File: src/rtl/pi_flow_controller_antiwindup_top_macros.svh
// assertion helpers
`ifndef PI_FLOW_CONTROLLER_ANTIWINDUP_TOP_MACROS_SVH
`define PI_FLOW_CONTROLLER_ANTIWINDUP_TOP_MACROS_SVH
`define PFC_ASSERT_IMP(label, clk, rst_n, a, b) \
    label: assert property (@(posedge clk) disable iff (!rst_n) (a) |-> (b)) \
        else $error("assertion failed");
`define PFC_ASSERT_NEXT(label, clk, rst_n, a, b) \
    label: assert property (@(posedge clk) disable iff (!rst_n) (a) |=> (b)) \
        else $error("assertion failed");
`endif

File: src/rtl/pfc_pkg.sv
package pfc_pkg;
    localparam logic [2:0] REG_KP   = 3'd0;
    localparam logic [2:0] REG_KI   = 3'd1;
    localparam logic [2:0] REG_TGT  = 3'd2;
    localparam logic [2:0] REG_BND  = 3'd3;
    localparam logic [2:0] REG_FMIN = 3'd4;
    localparam logic [2:0] REG_FMAX = 3'd5;
    localparam logic [2:0] REG_DB   = 3'd6;

    typedef struct packed {
        logic load;
        logic skip;
        logic err;
        logic mul_p;
        logic mul_i;
        logic sat;
        logic div_start;
        logic div_step;
        logic acc;
        logic fin;
    } t_cmd;

    typedef struct packed {
        logic skip;
        logic backcalc;
        logic div_done;
    } t_sts;
endpackage

File: src/rtl/pfc_ctrl.sv
`include "pi_flow_controller_antiwindup_top_macros.svh"
module pfc_ctrl (
    input  logic          i_clk,
    input  logic          i_rst_n,
    input  logic          i_valid,
    output logic          o_stall,
    input  logic          i_out_stall,
    output logic          o_valid,
    input  pfc_pkg::t_sts i_sts,
    output pfc_pkg::t_cmd o_cmd
);
    typedef enum logic [3:0] {S_IDLE, S_CHK, S_ERR, S_MUL, S_SAT, S_DEC,
                              S_DIV, S_FIN, S_OUT} t_state;
    t_state r_state;

    assign o_stall = (r_state != S_IDLE);

    always_comb begin
        o_cmd = '0;
        o_cmd.load = (r_state == S_IDLE) && i_valid;
        case (r_state)
            S_CHK: begin o_cmd.skip = i_sts.skip; o_cmd.err = 1'b1; end
            S_ERR: begin o_cmd.mul_p = 1'b1; o_cmd.mul_i = 1'b1; end
            S_MUL: o_cmd.sat = 1'b1;
            S_SAT: o_cmd.div_start = 1'b1;
            S_DEC: begin
                o_cmd.acc = !i_sts.backcalc;
                o_cmd.div_step = i_sts.backcalc;
            end
            S_DIV: o_cmd.div_step = !i_sts.div_done;
            S_FIN: o_cmd.fin = 1'b1;
            default: ;
        endcase
    end

    always_ff @(posedge i_clk) begin
        if (!i_rst_n) begin
            r_state <= S_IDLE;
            o_valid <= 1'b0;
        end else begin
            case (r_state)
                S_IDLE: if (i_valid) r_state <= S_CHK;
                S_CHK: begin
                    if (i_sts.skip) begin r_state <= S_OUT; o_valid <= 1'b1; end
                    else r_state <= S_ERR;
                end
                S_ERR: r_state <= S_MUL;
                S_MUL: r_state <= S_SAT;
                S_SAT: r_state <= S_DEC;
                S_DEC: begin
                    if (i_sts.backcalc) r_state <= S_DIV;
                    else begin r_state <= S_OUT; o_valid <= 1'b1; end
                end
                S_DIV: if (i_sts.div_done) r_state <= S_FIN;
                S_FIN: begin r_state <= S_OUT; o_valid <= 1'b1; end
                S_OUT: if (!i_out_stall) begin r_state <= S_IDLE; o_valid <= 1'b0; end
                default: r_state <= S_IDLE;
            endcase
        end
    end

    `PFC_ASSERT_IMP(a_valid_out, i_clk, i_rst_n, o_valid, r_state == S_OUT)
    `PFC_ASSERT_IMP(a_busy, i_clk, i_rst_n, r_state != S_IDLE, o_stall)
    `PFC_ASSERT_NEXT(a_fin, i_clk, i_rst_n, r_state == S_FIN, o_valid)
endmodule

File: config.mk
export PLATFORM = sky130hd
export DESIGN_NAME = pfc_ctrl
export DESIGN_NICKNAME = d
export VERILOG_FILES = /design/src/rtl/pfc_pkg.sv /design/src/rtl/pfc_ctrl.sv
export VERILOG_INCLUDE_DIRS = /design/src /design/src/rtl
export SDC_FILE = /design/constraint.sdc
export NUM_CORES = 1
export LEC_CHECK = 0
export BUFFER_PORTS_ARGS = -buffer_cell sky130_fd_sc_hd__clkbuf_2
export CAP_MARGIN = 40
export CELL_PAD_IN_SITES_DETAIL_PLACEMENT = 1
export CELL_PAD_IN_SITES_GLOBAL_PLACEMENT = 2
export CORE_MARGIN = 2
export CORE_UTILIZATION = 23
export CTS_BUF_LIST = sky130_fd_sc_hd__clkbuf_16
export CTS_CLUSTER_DIAMETER = 80
export DETAILED_ROUTE_END_ITERATION = 12
export GPL_TIMING_DRIVEN = 0
export PLACE_DENSITY_LB_ADDON = 0.1
export SETUP_SLACK_MARGIN = 0.02
export SLEW_MARGIN = 25
export SYNTH_ARGS = -nofsm -noshare
export SYNTH_HDL_FRONTEND = slang
export SYNTH_SLANG_ARGS = --single-unit
File: constraint.sdc
create_clock -name i_clk -period 1.4 [get_ports i_clk]
set_clock_uncertainty 0.2 [all_clocks]
set_input_delay 0.07 -clock i_clk [delete_from_list [all_inputs] [get_ports i_clk]]
set_output_delay 0.07 -clock i_clk [all_outputs]
set_load 0.02 [all_outputs]
==> results by group, run 1 <==
Run
  • Max Cap Viol: 0

Synth
  • Count of cell types in the netlist: 25
  • Post-synth top area share: a little under a quarter
  • Post-synth top flop: dfxtp_1
  • Asr flop ratio synth: 0%
  • Avg Inst Size Synth: about 7.9 sq um
  • Most frequent cell after synthesis: nand2_1
  • Synth Cell Area: ~430 sq um
  • Post-synth net total: between 60 and 70
  • Synth top area cells: dfxtp_1 23%, buf_6 7.8%, nand2b_1 7.2%
  • EDFF count, synth: 0
  • Mapped Cells: 55
  • Sequential cell area fraction in the yosys report: between 20% and 30%
  • Syn. warnings: 0
  • Synth top cells by count: 6 x nand2_1, 5 x dfxtp_1, 5 x nand2b_1
  • Synth area leader: dfxtp_1
  • Number of synthesized register bits: 5

Clocking
  • Clock Path Buffers: 2
  • CTS tree: built
  • Clock transition at path regs: 0.03 ns
  • Cts bufs inserted: 3
  • CTS root buf: clkbuf_16
  • Worst-skew pair later-pin latency: between 0.2 and 0.25 ns
  • Sink Count: 5
  • Number of H-tree levels: 1

STA
  • RSZ-0062 raised after global routing: yes
  • Worst-Margin Slew: about 0.22 ns
  • Worst hold slack: around 0.023 ns
  • Fmax achieved: about 0.66 GHz
  • Final Setup Violations: 6
  • Final hold vios: 0
  • Worst setup margin: -0.117 ns
  • Min Tclk post-route: between 1.5 and 2 ns
  • Max-slew headroom: 85.2%
  • Slew Viols, Final: 0
  • Period utilization: 108%

Floorplanning
  • Starting density of the core: roughly a quarter
  • Die width: 47.4 um
  • Die Y: 47.4 um
  • Core Region: approximately 1700 sq um
  • I/O pins: 19
  • Rows: 15
  • Die area: approximately 2200 sq um

Power
  • VDD IR max: 0.000459 V
  • Total chip power: 0.000890 W
  • Leak: ~0.4 nW
  • Power per standard cell area: between 900 and 1000 nW/um^2

Global route
  • Initial antenna violation count: 0
  • GRT overflow: 0
  • Total GRT Usage: between 10% and 20%
  • Number of global-route vias before repair: between 400 and 500
  • First-pass GRT wire length: approximately 2.1 mm
  • Largest net degree at the start of global routing: 11

Place
  • PortBufs: 18
  • Placed cell area: around 560 sq um
  • DP HPWL: 888 um
  • RD Place Congestion: ~0.7
  • Placed cell count: 98

Worst setup path
  • Critical path class: reg -> out
  • Critical path buffer and inverter count: 2
  • Required time of the worst setup path: between 1 and 1.5 ns
  • Largest stage delay on the critical path: around 0.30 ns
  • Critical path's slowest cell: dfxtp_2
  • Worst Setup Start Kind: register
  • Worst-path maximum fanout: 6
  • Top Family by Delay on Critical Path: simple AND/OR/NAND/NOR gates
  • Worst setup EP type: primary output
  • Arr. time, crit path: 1.25 ns
  • Crit-path cells: buf_6, nand2b_4, a2bb2oi_2, nor3b_2, buf_4

Finish
  • Fin area: 918 sq um
  • Antenna diodes: 0
  • Area grow syn2layout: 112%
  • Fin cells: about 120
  • Nets@finish: around 100
  • Share of layout cells above drive strength 1: 63.3%

Status
  • Failing checks: negative setup slack
  • Status: complete, but fails checks

Detailed routing
  • Drt via density: 4.55
  • Drt initial violations: 3
  • Total number of vias: about 520
  • Detailed-route DRC error count: 0
  • Routed WL per cell: 14.0 um
  • WL final: 1.61 mm
  • 1st-pass router iterations: 3
  • Antenna violation net count after detailed routing: 0

Min path
  • Hold Crit Class: in -> reg
-- cell families after synthesis --
| logic type | count (synthesis) | synth area share [%] |
|---|---|---|
| and+or+nand+nor | 34 | 50.9 |
| DFF | 5 | 23.1 |
| buffers and inverters | 6 | 12.1 |
| AOI/OAI and AO/OA | 10 | 13.9 |
-- cells in the final DEF, fill, tap and decap left out, types with 4 or more instances in the layout --
| master | netlist | final |
|---|---|---|
| nand2b_4 | 2 | 4 |
| dlygate4sd3_1 | 0 | 4 |
| buf_6 | 3 | 9 |
| nand2_1 | 6 | 5 |
| buf_4 | 2 | 12 |
| nor2_4 | 0 | 4 |
| clkbuf_2 | 0 | 7 |
-- worst min-delay path, stage by stage --
cell,delay [ns]
clkbuf_2,0.11
o211ai_1,0.11
a21oi_1,0.12
-- layer usage --
layer  global-route usage, %  vias up  wire (um)
li1                        -      258          -
met1                    19.2      252        718
met2                    19.5       13        829
met3                    2.31        0         65
met4                    8.33        0          0
met5                       0        -          0
-- flip-flops by register name (all words and copies together) (netlist names) --
signal	flops
o_valid	1
r_state	4
-- worst paths after layout --
check             startpoint    endpoint  slack (ns)  cells after the start
setup / recovery  r_state[0]    o_cmd[2]       -0.12                      5
hold / removal      i_sts[0]  r_state[0]        0.02                      3
hold reg to reg      o_valid     o_valid        0.27                      2
setup reg to reg  r_state[0]     o_valid        0.05                      5
-- final cells by class --
cell class | instances | area (sq um)
Fill cell | 205 | 827
Multi-Input combinational cell | 44 | 385
Timing Repair Buffer | 31 | 259
Sequential cell | 5 | 104
Clock buffer | 3 | 75.1
Buffer | 5 | 56.3
Tap cell | 25 | 31.3
Clock inverter | 1 | 3.75
Inverter | 1 | 3.75
-- what timing repair did --
| action | CTS | global route |
|---|---|---|
| hold buffers | 4 | 0 |
| setup endpoints to repair | 10 | 13 |
| pin swaps | 1 | 6 |
| gates cloned | 0 | 2 |
| gates resized for setup | 14 | 41 |
| setup buffers | 3 | 4 |
| hold endpoints to repair | 5 | 0 |
-- per-stage QoR --
step	util, %	setup WS (ns)	setup TNS [ns]
5_1_grt	52.6	-0.156	-0.766
3_3_place_gp	32.0	0.0874	0
4_1_cts	43.4	-0.147	-0.802
3_5_place_dp	32.0	0.0697	0
2_1_floorplan	-	0.0312	0
6_report	52.6	-0.117	-0.447
-- report_power, final --
group	internal, W	leakage, nW	switching, W
Combinational	0.000140	0.307	0.000129
Sequential	0.000154	0.0421	0.00000549
Clock	0.000370	0.0423	0.0000915
Total	0.000664	0.391	0.000226
No activity file was read; power rests on OpenSTA's default activity.
==> run 2: changes to the inputs <==
==> constraint.sdc (replaced) <==
create_clock -name i_clk -period 1.4 [get_ports i_clk]
set_clock_uncertainty 0.2 [all_clocks]
set_input_delay 0.21 -clock i_clk [delete_from_list [all_inputs] [get_ports i_clk]]
set_output_delay 0.21 -clock i_clk [all_outputs]
set_load 0.02 [all_outputs]
==> results by group, run 2 (synthesis results as in run 1) <==
Clocking
  • Clock Path Buffers: 2
  • Number of H-tree levels: 1
  • Clock transition at path regs: roughly 0.03 ns
  • CTS root buf: clkbuf_16
  • Sink Count: 5
  • Cts bufs inserted: 3
  • CTS tree: built
  • Hold Buf Count CTS: 0
  • Worst-skew pair later-pin latency: approximately 0.22 ns

Detailed routing
  • Drt initial violations: 0
  • Detailed-route DRC error count: 0
  • Routed WL per cell: roughly 12 um
  • Total number of vias: roughly 490
  • WL final: 1.36 mm
  • 1st-pass router iterations: 1
  • Drt via density: about 4.5
  • Antenna violation net count after detailed routing: 0

STA
  • Min Tclk post-route: 1.67 ns
  • Final Setup Violations: 11
  • Worst hold slack: 0.0605 ns
  • Slew Viols, Final: 0
  • Worst-Margin Slew: 0.234 ns
  • Final hold vios: 0
  • Max-slew headroom: a little over four fifths
  • RSZ-0062 raised after global routing: yes
  • Period utilization: 119%
  • Worst setup margin: -0.267 ns
  • Setup_tns: -1.76 ns
  • Fmax achieved: between 0.5 and 0.6 GHz

Global route
  • Total GRT Usage: 13.6%
  • Most used routing layer: met1
  • GR Util met2: between 10% and 20%
  • Initial antenna violation count: 0
  • Number of global-route vias before repair: approximately 440
  • Met1 Use GR: about a fifth
  • Largest net degree at the start of global routing: 11
  • First-pass GRT wire length: roughly 2.1 mm
  • GRT overflow: 0
  • M3 GR Usage: under 10%

Finish
  • Fin area: around 880 sq um
  • Max reg flops: 4
  • Antenna diodes: 0
  • Most frequent cells in the layout: 10 x buf_4, 7 x buf_6, 7 x clkbuf_2
  • Reg with most FFs: r_state
  • Area grow syn2layout: 103%
  • Share of layout cells above drive strength 1: between 60% and 70%
  • Biggest regs: r_state (4), o_valid (1)
  • Final Core Density: 50.3%
  • # fillers: approximately 210
  • Nets@finish: 93
  • Leading cell type in the layout, fill and taps excluded: buf_4

Status
  • Failing checks: negative setup slack
  • Status: complete, but fails checks

Floorplanning
  • Rows: 15
  • Starting density of the core: roughly 25%
  • Core Region: approximately 1700 sq um
  • Die area: ~2200 sq um
  • Die width: roughly 47 um
  • I/O pins: 19
  • Die Y: between 40 and 50 um

Worst setup path
  • R2R Path End: o_valid
  • Worst Setup Start Kind: register
  • Required time of the worst setup path: 0.99 ns
  • R2r worst-path depth: 5
  • Crit Reg-Reg Startpoint: r_state[0]
  • Arr. time, crit path: roughly 1.3 ns
  • Critical path class: reg -> out
  • R2R Setup Slk: approximately 0.060 ns
  • Worst-path maximum fanout: 6
  • Worst setup EP type: primary output

Run
  • Max Cap Viol: 0

Power
  • Power per standard cell area: about 1000 nW/um^2
  • VDD IR max: 0.000424 V
  • Leak: 0.373 nW

Place
  • Placed cell area: a little under 600 sq um
  • DP HPWL: 900 um
  • RD Place Congestion: about 0.68
  • PortBufs: 18

Min path
  • Hold Crit Class: in -> reg
  • Worst Hold End: r_state[0]
  • Hold path startpoint: i_valid
  • Hold Path Cell Cnt: 3
[run 2: cell count changes in the layout (fill, tap and decap cells not counted), sizes merged]
cell	delta
dlygate4sd3	-4
buf	-3
clkbuf	+2
[run 2: power by group]
group	internal, W	leakage [nW]	total [W]	switching (W)
Clock	0.000369	0.0423	0.000457	0.0000876
Combinational	0.000136	0.288	0.000261	0.000125
Sequential	0.000154	0.0422	0.000159	0.00000570
Total	0.000659	0.373	0.000877	0.000218
[run 2: worst max path at each step]
stage	end	start	cells past startpoint	slack (ns)
floorplan	o_cmd[6]	r_state[1]	4	-0.04
global placement	o_cmd[2]	r_state[0]	5	-0.12
detailed placement	o_cmd[2]	r_state[0]	5	-0.14
CTS	o_cmd[2]	r_state[0]	5	-0.28
global route	o_cmd[2]	r_state[0]	5	-0.33
finish	o_cmd[2]	r_state[0]	5	-0.27
[run 2: area by class of cell]
type | count | area, sq um | share of cell area [%]
Sequential cell | 5 | 104 | 11.8
Inverter | 1 | 3.75 | 0.427
Multi-Input combinational cell | 44 | 380 | 43.3
Buffer | 5 | 56.3 | 6.41
Clock inverter | 1 | 3.75 | 0.427
Tap cell | 25 | 31.3 | 3.56
Clock buffer | 3 | 75.1 | 8.55
Timing Repair Buffer | 26 | 224 | 25.5
[run 2: layer usage]
metal  vias to the layer above  part of all wire, %
li1                        248                    -
met1                       238                   48
met2                         8                   50
met3                         0                  2.3
met4                         0                    0
met5                         -                    0
[run 2: worst max-delay path, cell delays in order (launching register included)]
cell and delay [ns]:
dfxtp_1 0.29, buf_6 0.12, nand2b_4 0.14, a2bb2oi_2 0.14, nor3b_4 0.17, clkbuf_8 0.17
[run 2: timing repair]
action	CTS	global route
setup buffers	4	2
setup endpoints to repair	11	13
gates resized for setup	21	29
cloned	1	1
hold endpoints to repair	0	0
pin swaps	3	4
[run 2: per-stage QoR]
step	setup WS (ns)	std cells	total power, W
final	-0.267	110	0.000877
after global routing	-0.327	110	0.000921
after CTS	-0.278	107	0.000848
after detailed placement	-0.141	98	0.000334
after global placement	-0.122	98	0.000333
after floorplan	-0.0428	55	0.000282
